--- src/design/lkt_pkg.sv ---
package lkt_pkg;

  localparam int KEY_W       = 32;
  localparam int CAP_W       = 5;
  localparam int OCC_W       = 5;
  localparam int DEF_ENTRIES = 16;
  localparam int CFG_AW      = 3;
  localparam int CFG_DW      = 32;
  localparam int OUT_DW      = 40;

  localparam logic [CAP_W-1:0] CAP_RESET = 5'd16;

  // Command codes carried in in_tuser.
  localparam logic CMD_INSERT = 1'b0;
  localparam logic CMD_ACCESS = 1'b1;

  // Register index, taken from paddr[2].
  localparam logic REG_CAPACITY = 1'b0;

  typedef enum logic [2:0] {
    ST_IDLE,
    ST_SRCH_GO,
    ST_SRCH_WAIT,
    ST_SHFT_GO,
    ST_SHFT_WAIT,
    ST_WRITE
  } state_t;

  // Token that walks down the cell chain.
  typedef struct packed {
    logic             vld;
    logic             shift;  // 0: search walk, 1: shift walk
    logic             done;   // stopped at a matching or final cell
    logic [KEY_W-1:0] carry;  // key handed to the next cell
  } tok_t;

endpackage

--- src/design/lkt_cell.sv ---
module lkt_cell #(
  parameter int CNT_W = 5,
  parameter int IDX   = 0
) (
  input  logic                     clk,
  input  logic                     rst_n,
  input  lkt_pkg::tok_t            tok_i,
  input  logic [lkt_pkg::KEY_W-1:0] key_i,
  input  logic [CNT_W-1:0]         count_i,
  input  logic                     grow_i,
  output lkt_pkg::tok_t            tok_o
);

  localparam logic [CNT_W-1:0] IDX_C = CNT_W'(IDX);

  logic [lkt_pkg::KEY_W-1:0] key_r;
  logic [lkt_pkg::KEY_W-1:0] key_nxt;
  lkt_pkg::tok_t             tok_r;
  lkt_pkg::tok_t             tok_nxt;
  logic                      in_range;
  logic                      match;

  assign in_range = IDX_C < count_i;
  assign match    = key_r == key_i;

  always_comb begin
    tok_nxt = tok_i;
    key_nxt = key_r;
    if (tok_i.vld && !tok_i.done) begin
      if (in_range) begin
        // swap own key with the carried one while shifting
        if (tok_i.shift) begin
          key_nxt       = tok_i.carry;
          tok_nxt.carry = key_r;
        end
        if (match) begin
          tok_nxt.done = 1'b1;
        end
      end else if (IDX_C == count_i && tok_i.shift) begin
        // first free cell: take the key when the list grows
        if (grow_i) begin
          key_nxt = tok_i.carry;
        end
        tok_nxt.done = 1'b1;
      end
    end
  end

  always_ff @(posedge clk) begin
    key_r <= key_nxt;
  end

  always_ff @(posedge clk) begin
    if (!rst_n) begin
      tok_r <= '0;
    end else begin
      tok_r <= tok_nxt;
    end
  end

  assign tok_o = tok_r;

endmodule

--- src/design/lru_key_tracker_core.sv ---
// Channel  | Dir | Ports             | Contents
// in_      | in  | tvalid/tready     | tdata: key[31:0]; tuser: command (0 insert, 1 access)
// out_     | out | tvalid/tready     | tdata: hit[0], evicted_key[32:1], occupancy[37:33],
//          |     |                   |   zero[39:38]; tuser: evicted_valid
// cfg_     | in  | APB, pready = 1   | 0x0: capacity[4:0]
//
// One word is in flight at a time. A search token walks the ENTRIES-cell
// chain one cell per cycle, then a shift token walks it again on a hit or
// an insert miss; an insert while capacity is zero skips both walks. Reset
// (rst_n low, synchronous) empties the list and sets capacity to 16. A
// result waits in the output register; the next word is taken meanwhile
// and holds in ST_WRITE.
module lru_key_tracker_core #(
  parameter int ENTRIES = lkt_pkg::DEF_ENTRIES
) (
  input  logic                          clk,
  input  logic                          rst_n,
  // input stream
  input  logic                          in_tvalid,
  output logic                          in_tready,
  input  logic [lkt_pkg::KEY_W-1:0]     in_tdata,   // key[31:0]
  input  logic                          in_tuser,   // command
  // result stream
  output logic                          out_tvalid,
  input  logic                          out_tready,
  output logic [lkt_pkg::OUT_DW-1:0]    out_tdata,  // hit, evicted_key, occupancy, pad
  output logic                          out_tuser,  // evicted_valid
  // configuration
  input  logic                          cfg_psel,
  input  logic                          cfg_penable,
  input  logic                          cfg_pwrite,
  input  logic [lkt_pkg::CFG_AW-1:0]    cfg_paddr,
  input  logic [lkt_pkg::CFG_DW-1:0]    cfg_pwdata,
  output logic [lkt_pkg::CFG_DW-1:0]    cfg_prdata,
  output logic                          cfg_pready
);

  localparam int CNT_W = $clog2(ENTRIES + 1);
  localparam int EXT_W = (CNT_W > lkt_pkg::CAP_W) ? CNT_W : lkt_pkg::CAP_W;
  localparam logic [EXT_W-1:0] ENTRIES_C = EXT_W'(ENTRIES);

  lkt_pkg::state_t state_r, state_nxt;

  logic                        cmd_r, cmd_nxt;
  logic [lkt_pkg::KEY_W-1:0]   key_r, key_nxt;
  logic [CNT_W-1:0]            count_r, count_nxt;
  logic [lkt_pkg::CAP_W-1:0]   capacity_r;
  logic                        hit_r, hit_nxt;
  logic                        grow_r, grow_nxt;
  logic                        ev_valid_r, ev_valid_nxt;
  logic [lkt_pkg::KEY_W-1:0]   ev_key_r, ev_key_nxt;

  logic                        out_valid_r, out_valid_nxt;
  logic                        out_hit_r, out_hit_nxt;
  logic                        out_ev_valid_r, out_ev_valid_nxt;
  logic [lkt_pkg::KEY_W-1:0]   out_ev_key_r, out_ev_key_nxt;
  logic [lkt_pkg::OCC_W-1:0]   out_occ_r, out_occ_nxt;

  logic [EXT_W-1:0]            cap_ext;
  logic [EXT_W-1:0]            cap_sat;
  logic [EXT_W-1:0]            count_ext;
  logic                        cap_zero;
  logic                        cfg_wr;

  lkt_pkg::tok_t               inject;
  lkt_pkg::tok_t               tok_w [0:ENTRIES];
  lkt_pkg::tok_t               chain_out;

  // ---------------------------------------------------------------
  // Configuration port
  // ---------------------------------------------------------------
  assign cfg_pready = 1'b1;
  assign cfg_wr     = cfg_psel && cfg_penable && cfg_pwrite && cfg_pready;

  always_ff @(posedge clk) begin
    if (!rst_n) begin
      capacity_r <= lkt_pkg::CAP_RESET;
    end else if (cfg_wr && cfg_paddr[2] == lkt_pkg::REG_CAPACITY) begin
      capacity_r <= cfg_pwdata[lkt_pkg::CAP_W-1:0];
    end
  end

  assign cfg_prdata = (cfg_paddr[2] == lkt_pkg::REG_CAPACITY)
                    ? {{(lkt_pkg::CFG_DW - lkt_pkg::CAP_W){1'b0}}, capacity_r}
                    : '0;

  // Saturate capacity to the chain length.
  assign cap_ext   = EXT_W'(capacity_r);
  assign cap_sat   = (cap_ext > ENTRIES_C) ? ENTRIES_C : cap_ext;
  assign count_ext = EXT_W'(count_r);
  assign cap_zero  = capacity_r == '0;

  // ---------------------------------------------------------------
  // Cell chain: slot 0 most recent
  // ---------------------------------------------------------------
  assign tok_w[0]  = inject;
  assign chain_out = tok_w[ENTRIES];

  for (genvar g = 0; g < ENTRIES; g++) begin : g_cell
    lkt_cell #(
      .CNT_W (CNT_W),
      .IDX   (g)
    ) u_cell (
      .clk     (clk),
      .rst_n   (rst_n),
      .tok_i   (tok_w[g]),
      .key_i   (key_r),
      .count_i (count_r),
      .grow_i  (grow_r),
      .tok_o   (tok_w[g+1])
    );
  end

  // ---------------------------------------------------------------
  // Sequencer
  // ---------------------------------------------------------------
  always_comb begin
    state_nxt        = state_r;
    cmd_nxt          = cmd_r;
    key_nxt          = key_r;
    count_nxt        = count_r;
    hit_nxt          = hit_r;
    grow_nxt         = grow_r;
    ev_valid_nxt     = ev_valid_r;
    ev_key_nxt       = ev_key_r;
    out_valid_nxt    = out_valid_r;
    out_hit_nxt      = out_hit_r;
    out_ev_valid_nxt = out_ev_valid_r;
    out_ev_key_nxt   = out_ev_key_r;
    out_occ_nxt      = out_occ_r;
    inject           = '0;
    in_tready        = 1'b0;

    // drop the result once taken
    if (out_valid_r && out_tready) begin
      out_valid_nxt = 1'b0;
    end

    case (state_r)
      lkt_pkg::ST_IDLE: begin
        in_tready = 1'b1;
        if (in_tvalid) begin
          cmd_nxt      = in_tuser;
          key_nxt      = in_tdata;
          hit_nxt      = 1'b0;
          ev_valid_nxt = 1'b0;
          ev_key_nxt   = '0;
          // insert with capacity zero changes nothing
          if (in_tuser == lkt_pkg::CMD_INSERT && cap_zero) begin
            state_nxt = lkt_pkg::ST_WRITE;
          end else begin
            state_nxt = lkt_pkg::ST_SRCH_GO;
          end
        end
      end
      lkt_pkg::ST_SRCH_GO: begin
        inject.vld   = 1'b1;
        inject.shift = 1'b0;
        state_nxt    = lkt_pkg::ST_SRCH_WAIT;
      end
      lkt_pkg::ST_SRCH_WAIT: begin
        if (chain_out.vld) begin
          hit_nxt  = chain_out.done;
          grow_nxt = count_ext < cap_sat;
          // promote on a hit; an insert miss shifts the new key in
          if (chain_out.done || cmd_r == lkt_pkg::CMD_INSERT) begin
            state_nxt = lkt_pkg::ST_SHFT_GO;
          end else begin
            state_nxt = lkt_pkg::ST_WRITE;
          end
        end
      end
      lkt_pkg::ST_SHFT_GO: begin
        inject.vld   = 1'b1;
        inject.shift = 1'b1;
        inject.carry = key_r;
        state_nxt    = lkt_pkg::ST_SHFT_WAIT;
      end
      lkt_pkg::ST_SHFT_WAIT: begin
        if (chain_out.vld) begin
          if (!hit_r) begin
            if (grow_r) begin
              count_nxt = count_r + CNT_W'(1);
            end else begin
              // the least recent key falls off the end of the list
              ev_valid_nxt = 1'b1;
              ev_key_nxt   = chain_out.carry;
            end
          end
          state_nxt = lkt_pkg::ST_WRITE;
        end
      end
      lkt_pkg::ST_WRITE: begin
        if (!out_valid_r || out_tready) begin
          out_valid_nxt    = 1'b1;
          out_hit_nxt      = hit_r;
          out_ev_valid_nxt = ev_valid_r;
          out_ev_key_nxt   = ev_key_r;
          out_occ_nxt      = count_ext[lkt_pkg::OCC_W-1:0];
          state_nxt        = lkt_pkg::ST_IDLE;
        end
      end
      default: begin
        state_nxt = lkt_pkg::ST_IDLE;
      end
    endcase
  end

  always_ff @(posedge clk) begin
    if (!rst_n) begin
      state_r     <= lkt_pkg::ST_IDLE;
      count_r     <= '0;
      out_valid_r <= 1'b0;
    end else begin
      state_r     <= state_nxt;
      count_r     <= count_nxt;
      out_valid_r <= out_valid_nxt;
    end
  end

  // payload, no reset
  always_ff @(posedge clk) begin
    cmd_r          <= cmd_nxt;
    key_r          <= key_nxt;
    hit_r          <= hit_nxt;
    grow_r         <= grow_nxt;
    ev_valid_r     <= ev_valid_nxt;
    ev_key_r       <= ev_key_nxt;
    out_hit_r      <= out_hit_nxt;
    out_ev_valid_r <= out_ev_valid_nxt;
    out_ev_key_r   <= out_ev_key_nxt;
    out_occ_r      <= out_occ_nxt;
  end

  assign out_tvalid = out_valid_r;
  assign out_tuser  = out_ev_valid_r;
  assign out_tdata  = {2'b00, out_occ_r, out_ev_key_r, out_hit_r};

endmodule

--- config.mk ---
export PLATFORM = sky130hd
export DESIGN_NAME = lru_key_tracker_core
export DESIGN_NICKNAME = d
export VERILOG_FILES = /design/src/design/lkt_pkg.sv /design/src/design/lkt_cell.sv /design/src/design/lru_key_tracker_core.sv
export SDC_FILE = /design/constraint.sdc
export NUM_CORES = 2
export LEC_CHECK = 0
export ABC_CLOCK_PERIOD_IN_PS = 10400
export BUFFER_PORTS_ARGS = -buffer_cell sky130_fd_sc_hd__clkbuf_2
export CAP_MARGIN = 20
export CORE_MARGIN = 2
export CORE_UTILIZATION = 40
export CTS_BUF_LIST = sky130_fd_sc_hd__clkbuf_4 sky130_fd_sc_hd__clkbuf_8
export DETAILED_ROUTE_END_ITERATION = 8
export SLEW_MARGIN = 20
export SYNTH_ARGS = -nofsm -noshare
export SYNTH_HDL_FRONTEND = slang
export SYNTH_SLANG_ARGS = --single-unit
--- constraint.sdc ---
create_clock -name clk -period 10.4 [get_ports clk]
set_input_delay 1.04 -clock clk [delete_from_list [all_inputs] [get_ports clk]]
set_output_delay 1.04 -clock clk [all_outputs]
set_load 0.005 [all_outputs]
Word-level counts from Yosys, hierarchy flattened
Cells that the tools add are included.
Storage, ports and cells
  bits in registers: 1192
  input bits: 75
  output and inout bits: 76
  logic and storage cells: 476
Cells by class
  add/sub/neg operators: 1
  order comparisons: 18
  equal/unequal tests: 58
  mux-type cells: 187
  bitwise logic cells: 4
  reductions and logical operators: 115
Operator list (count)
  $mux 32: 102
  $eq 32x32->1: 16
  $mux 33: 15
  $reduce_and 4->1: 18
  $reduce_bool 2->1: 34
  $pmux 32 s2: 1
  $mux 1: 57
  $eq 4x5->1 const A: 8
  $lt 4x5->1 const A: 8
  $ne 2x2->1 const B: 19
  $logic_and 1x1->1: 36
  $eq 3x5->1 const A: 4
  $lt 3x5->1 const A: 4
  $mux 3: 6
  $pmux 3 s6: 1
  $logic_not 1->1: 16
  $eq 2x5->1 const A: 2
  $logic_not 5->1: 2
  $lt 1x5->1 const A: 2
  $lt 2x5->1 const A: 2
  $mux 5: 2
  $reduce_and 2->1: 4
  $eq 3x2->1 const B: 2
  $eq 3x3->1 const B: 2
  other kinds (13): 20

Depth between registers and ports, before layout
  depth after elaboration: 5
  gate-level depth with buffers: 9
  depth with buffers taken out: 7

Cells and area by module
A second synthesis with hierarchy kept.
Second synthesis, totals
  cells, all modules: 3870
  area total of the unflattened synthesis: 47521.8 sq um
Modules (own cells, without submodules)
  lru_key_tracker_core: times used 1, cells an instance 318, area an instance 4792.1 sq um, sequential area each 3493.4 sq um
  lkt_cell (g_cell[9].u_cell): times used 1, cells an instance 227, area an instance 2783.9 sq um, sequential area each 1661.6 sq um
  lkt_cell (g_cell[3].u_cell): times used 1, cells an instance 228, area an instance 2777.7 sq um, sequential area each 1661.6 sq um
  lkt_cell (g_cell[10].u_cell): times used 1, cells an instance 230, area an instance 2713.9 sq um, sequential area each 1661.6 sq um
  lkt_cell (g_cell[0].u_cell): times used 1, cells an instance 229, area an instance 2693.8 sq um, sequential area each 1661.6 sq um
  lkt_cell (g_cell[4].u_cell): times used 1, cells an instance 193, area an instance 2686.3 sq um, sequential area each 1661.6 sq um
  lkt_cell (g_cell[12].u_cell): times used 1, cells an instance 193, area an instance 2681.3 sq um, sequential area each 1661.6 sq um
  lkt_cell (g_cell[11].u_cell): times used 1, cells an instance 229, area an instance 2680.1 sq um, sequential area each 1661.6 sq um
  lkt_cell (g_cell[2].u_cell): times used 1, cells an instance 192, area an instance 2678.8 sq um, sequential area each 1661.6 sq um
  lkt_cell (g_cell[5].u_cell): times used 1, cells an instance 230, area an instance 2657.5 sq um, sequential area each 1661.6 sq um
  lkt_cell (g_cell[13].u_cell): times used 1, cells an instance 228, area an instance 2655.0 sq um, sequential area each 1661.6 sq um
  lkt_cell (g_cell[8].u_cell): times used 1, cells an instance 231, area an instance 2645.0 sq um, sequential area each 1661.6 sq um
  lkt_cell (g_cell[6].u_cell): times used 1, cells an instance 228, area an instance 2641.3 sq um, sequential area each 1661.6 sq um
  lkt_cell (g_cell[7].u_cell): times used 1, cells an instance 227, area an instance 2641.3 sq um, sequential area each 1661.6 sq um
  3 more rows

Least setup slack after synthesis
Ideal clock, no wire load.
  path kind: reg2reg
  from: register count_r[0] (netlist: count_ext[0])
  to: register g_cell[9].u_cell.key_r[0] (netlist name) (enable)
  library setup time: 0.470 ns
  arrival time: 3.647 ns
  data required time: 9.930 ns
  setup slack: 6.282 ns
  stages on the path, launching flop included: 7
  path buffers: 1
  period minus slack after synthesis: 4.118 ns
  cell sequence: dfxtp_1 > buf_2 > inv_1 > or3_1 > nor3_1 > o21ai_0 > a21boi_0
Between the ends
  word-level cells in the longest chain between the ends: 4
  elaborated cells between the ends (all ways): 7
  those cells by class: 1 x order compare; 2 x eq/ne; 4 x reduce/logical
RTL lines
  from (decl): RTL line lru_key_tracker_core.sv:46  | logic [CNT_W-1:0] count_r, count_nxt;
  from (signal assigned): RTL line lru_key_tracker_core.sv:216  | count_r <= count_nxt;
  parallel branches: the longest is 3 deep, another holds $lt 4x5->1
  $reduce_and 4->1 (no source line) (*)
  to (signal assigned): RTL line lkt_cell.sv:50  | key_r <= key_nxt;
  to (decl): RTL line lkt_cell.sv:16  | logic [lkt_pkg::KEY_W-1:0] key_r;
Mark *: on every way between the ends.
A chain may end at the register's enable or synchronous reset.

Worst setup path in the final report
Ends and elaborated chain as after synthesis.

==> results.yml <==
outcome:
  status: "completed"
placement:
  io_buffers: 91
  pre_cts_ws_ns: 6.93
  postPlaceCellArea_um2: 47500
  place.gp.congestion: 0.796
  dpl.cell_count: 5485
  dp_hpwl_um: 73900
pwr:
  total_power_mw: 10.1
  vdd_drop_max_v: 0.0000990
  p_leak_nw: 17.1
  power_density_nw_per_um2: 195
floorplan:
  die_w_um: 342
  die_area_um2: 117000
  rows: 123
  dieHeight_um: 342
  core_area_um2: 113000
  ioPinCount: 151
  start_util: 0.405
logic_synthesis:
  synthTopCellsByCount: "1067 x nand2_1, 619 x edfxtp_1, 573 x dfxtp_1"
  yosysUniqueCellTypes: 59
  yosysSeqAreaShare: 0.658
  yosysWarnings: 0
  ys_async_sr_fraction: 0
  synth_top_cell_by_area: "edfxtp_1"
  synth_seq_cells: 1192
  synth_area_leaders: "edfxtp_1 41%, dfxtp_1 25%, nand2_1 8.8%, a21oi_1 5.8%, xnor2_1 5.1%"
  avgSynthCellArea_um2: 11.2
  syn_inst: 4072
  synth_top_area_frac: 0.407
  netlist_area_um2: 45700
  yosys_most_used_dff: "edfxtp_1"
  synth_edf_count: 619
  post-synth-top-count-cell: "nand2_1"
detailed_routing:
  routed_wl_um: 120000
  avgRoutedWirePerCell_um: 20.6
  drt_iter0_markers: 2596
  first_pass_iters: 5
  drc: 0
  antenna_left: 0
  via_per_inst: 5.02
  route.vias.total: 29308
finish:
  multi_input_area_um2: 14500
  area_delta_synth_final_pct: 13.0
  layout.cells.non_filler: 5836
  utilization: 0.457
  drive_above_1_share: 0.127
  regArea_um2: 30100
  fill_cells: 10408
  finalInstanceArea_um2: 51600
  layout.nets: 4257
worst_setup_path:
  reg2reg_to: "g_cell[9].u_cell.key_r[0]$_DFFE_PP_"
  crit_path_top_delay_cell: "dfxtp_1"
  cp-start-kind: "register"
  critPathKind: "register to register"
  cp.arrival_ns: 3.34
  cpPeakStageDelay_ns: 0.76
  cp_max_fo: 32
  crit_chain: "inv_1 > or3_1 > nor3_1 > o21ai_0 > a21boi_2 > buf_4"
  cp-startpoint: "count_ext[0]$_SDFFE_PN0P_"
  reg2reg_from: "count_ext[0]$_SDFFE_PN0P_"
  r2r_cells: 6
  crit_path_end_kind: "register"
  worstPathRequired_ns: 10.86
  regToRegSetupSlack_ns: 7.52
clocking:
  cts-root-buf: "clkbuf_8"
  cts.path.max_buffers: 3
  cts.sinks: 1192
  cts_tree: "built"
  clock_latency_ns: 0.87
  cts_resized: 0
  cts_hold_buf: 0
  cts_buffers: 184
  clkTransAtPathRegs_ns: 0.06
  post_cts_buffers: 0
  cts.htree.levels: 4
grt:
  gr-usage-all-layers: 0.203
  antenna_found_initial: 2
  grt_max_degree: 194
  grt_remaining_overflow: 0
  grt_pass1_wl_um: 179000
  grt_pass1_vias: 28604
sta:
  post-route-period-util: 0.277
  slew_viol_final: 0
  layout_min_cycle_time_ns: 2.88
  fin_tns_setup_ns: 0
  setup_viol: 0
  final_hold_viol_count: 0
  hold_ws_ns: 0.344
  fin_skew_ns: 0.0520
  fmax_mhz: 347
  slew_headroom: 0.248
  worst_slew_pin_slew_ns: 1.12
  rsz0062_at_grt: "no"
  fin_ws_ns: 7.52
worst_hold_path:
  hold_depth: 1
  holdPathEnd: "key_r[17]$_DFFE_PP_"
  hp-class: "primary input to register"
  hp-start: "in_tdata[17]"
run:
  maxCapViolations: 0
where the power goes:
part           switching [mW]  internal, mW
clock network            1.85          2.26
registers              0.0354          5.01
logic                   0.633         0.258
total                    2.52          7.53
registers in the layout (all words and copies together), names as in the netlist, 3 cells and up:
signal / cells
out_occ_r: 5
key_r: 32
g_cell.u_cell.tok_o: 559
g_cell.u_cell.key_r: 512
out_ev_key_r: 32
count_ext: 5
cap_ext: 5
ev_key_r: 32
state_r: 3
worst max path at each step:
stage / slack (ns) / cells past startpoint / endpoint
after floorplan: 6.28 / 6 / g_cell[9].u_cell.key_r[0]$_DFFE_PP_
after global placement: 6.92 / 5 / g_cell[8].u_cell.tok_o[21]$_SDFF_PN0_
after detailed placement: 6.93 / 5 / g_cell[8].u_cell.tok_o[21]$_SDFF_PN0_
after CTS: 7.31 / 4 / g_cell[5].u_cell.key_r[28]$_DFFE_PP_
after global routing: 7.30 / 6 / g_cell[9].u_cell.key_r[0]$_DFFE_PP_
final: 7.52 / 6 / g_cell[9].u_cell.key_r[0]$_DFFE_PP_
cells by family after synthesis:
group,Yosys count,share of synthesized area
and+or+nand+nor,1474,0.142
DFF,1192,0.658
AOI/OAI and AO/OA,583,0.0660
xor gates and xnor gates,515,0.0988
buffers and inverters,293,0.0313
adders and majority gates,7,0.00192
muxes,6,0.00132
other,2,0.000164
critical path: cells and delay by family (launching register included):
family	cells	cell delay [ns]
compound gates	2	0.32
simple gates	2	0.73
buf+inv	2	0.63
flops	1	0.76
layout make-up:
| cell class | instances | area share |
|---|---|---|
| flip-flops and latches | 1192 | 0.583 |
| multi-input cells | 2615 | 0.280 |
| clock buffers | 291 | 0.0689 |
| well taps | 1500 | 0.0364 |
| repair buffers | 175 | 0.0228 |
| clock inverters | 55 | 0.00822 |
| inverters | 7 | 0.000655 |
| diodes | 1 | 0.0000485 |
layer usage:
layer  wire, um  GRT usage  up-vias
li1           -          -    13968
met1      54500      0.287    14054
met2      53200      0.308     1064
met3       7930     0.0364      222
met4       4640     0.0865        0
met5          0          0        -
placed cells by master, fill, tap and decap left out, types with 6 or more instances in the layout:
master / count
o21ai_0: 22
nor2b_1: 14
xnor2_1: 264
clkbuf_2: 91
nor3_2: 7
ha_1: 7
inv_1: 6
a21oi_1: 523
nand3_1: 24
mux2i_1: 6
nand2_1: 1064
conb_1: 30
xor2_1: 251
clkbuf_4: 72
dfxtp_1: 573
clkinv_1: 20
nor2_1: 32
nand4_1: 83
buf_4: 77
nand2b_1: 7
nor3_1: 26
edfxtp_1: 619
clkinv_2: 20
nor4_1: 68
clkbuf_8: 219
and2_1: 97
Power figures use the tool's default switching activity.
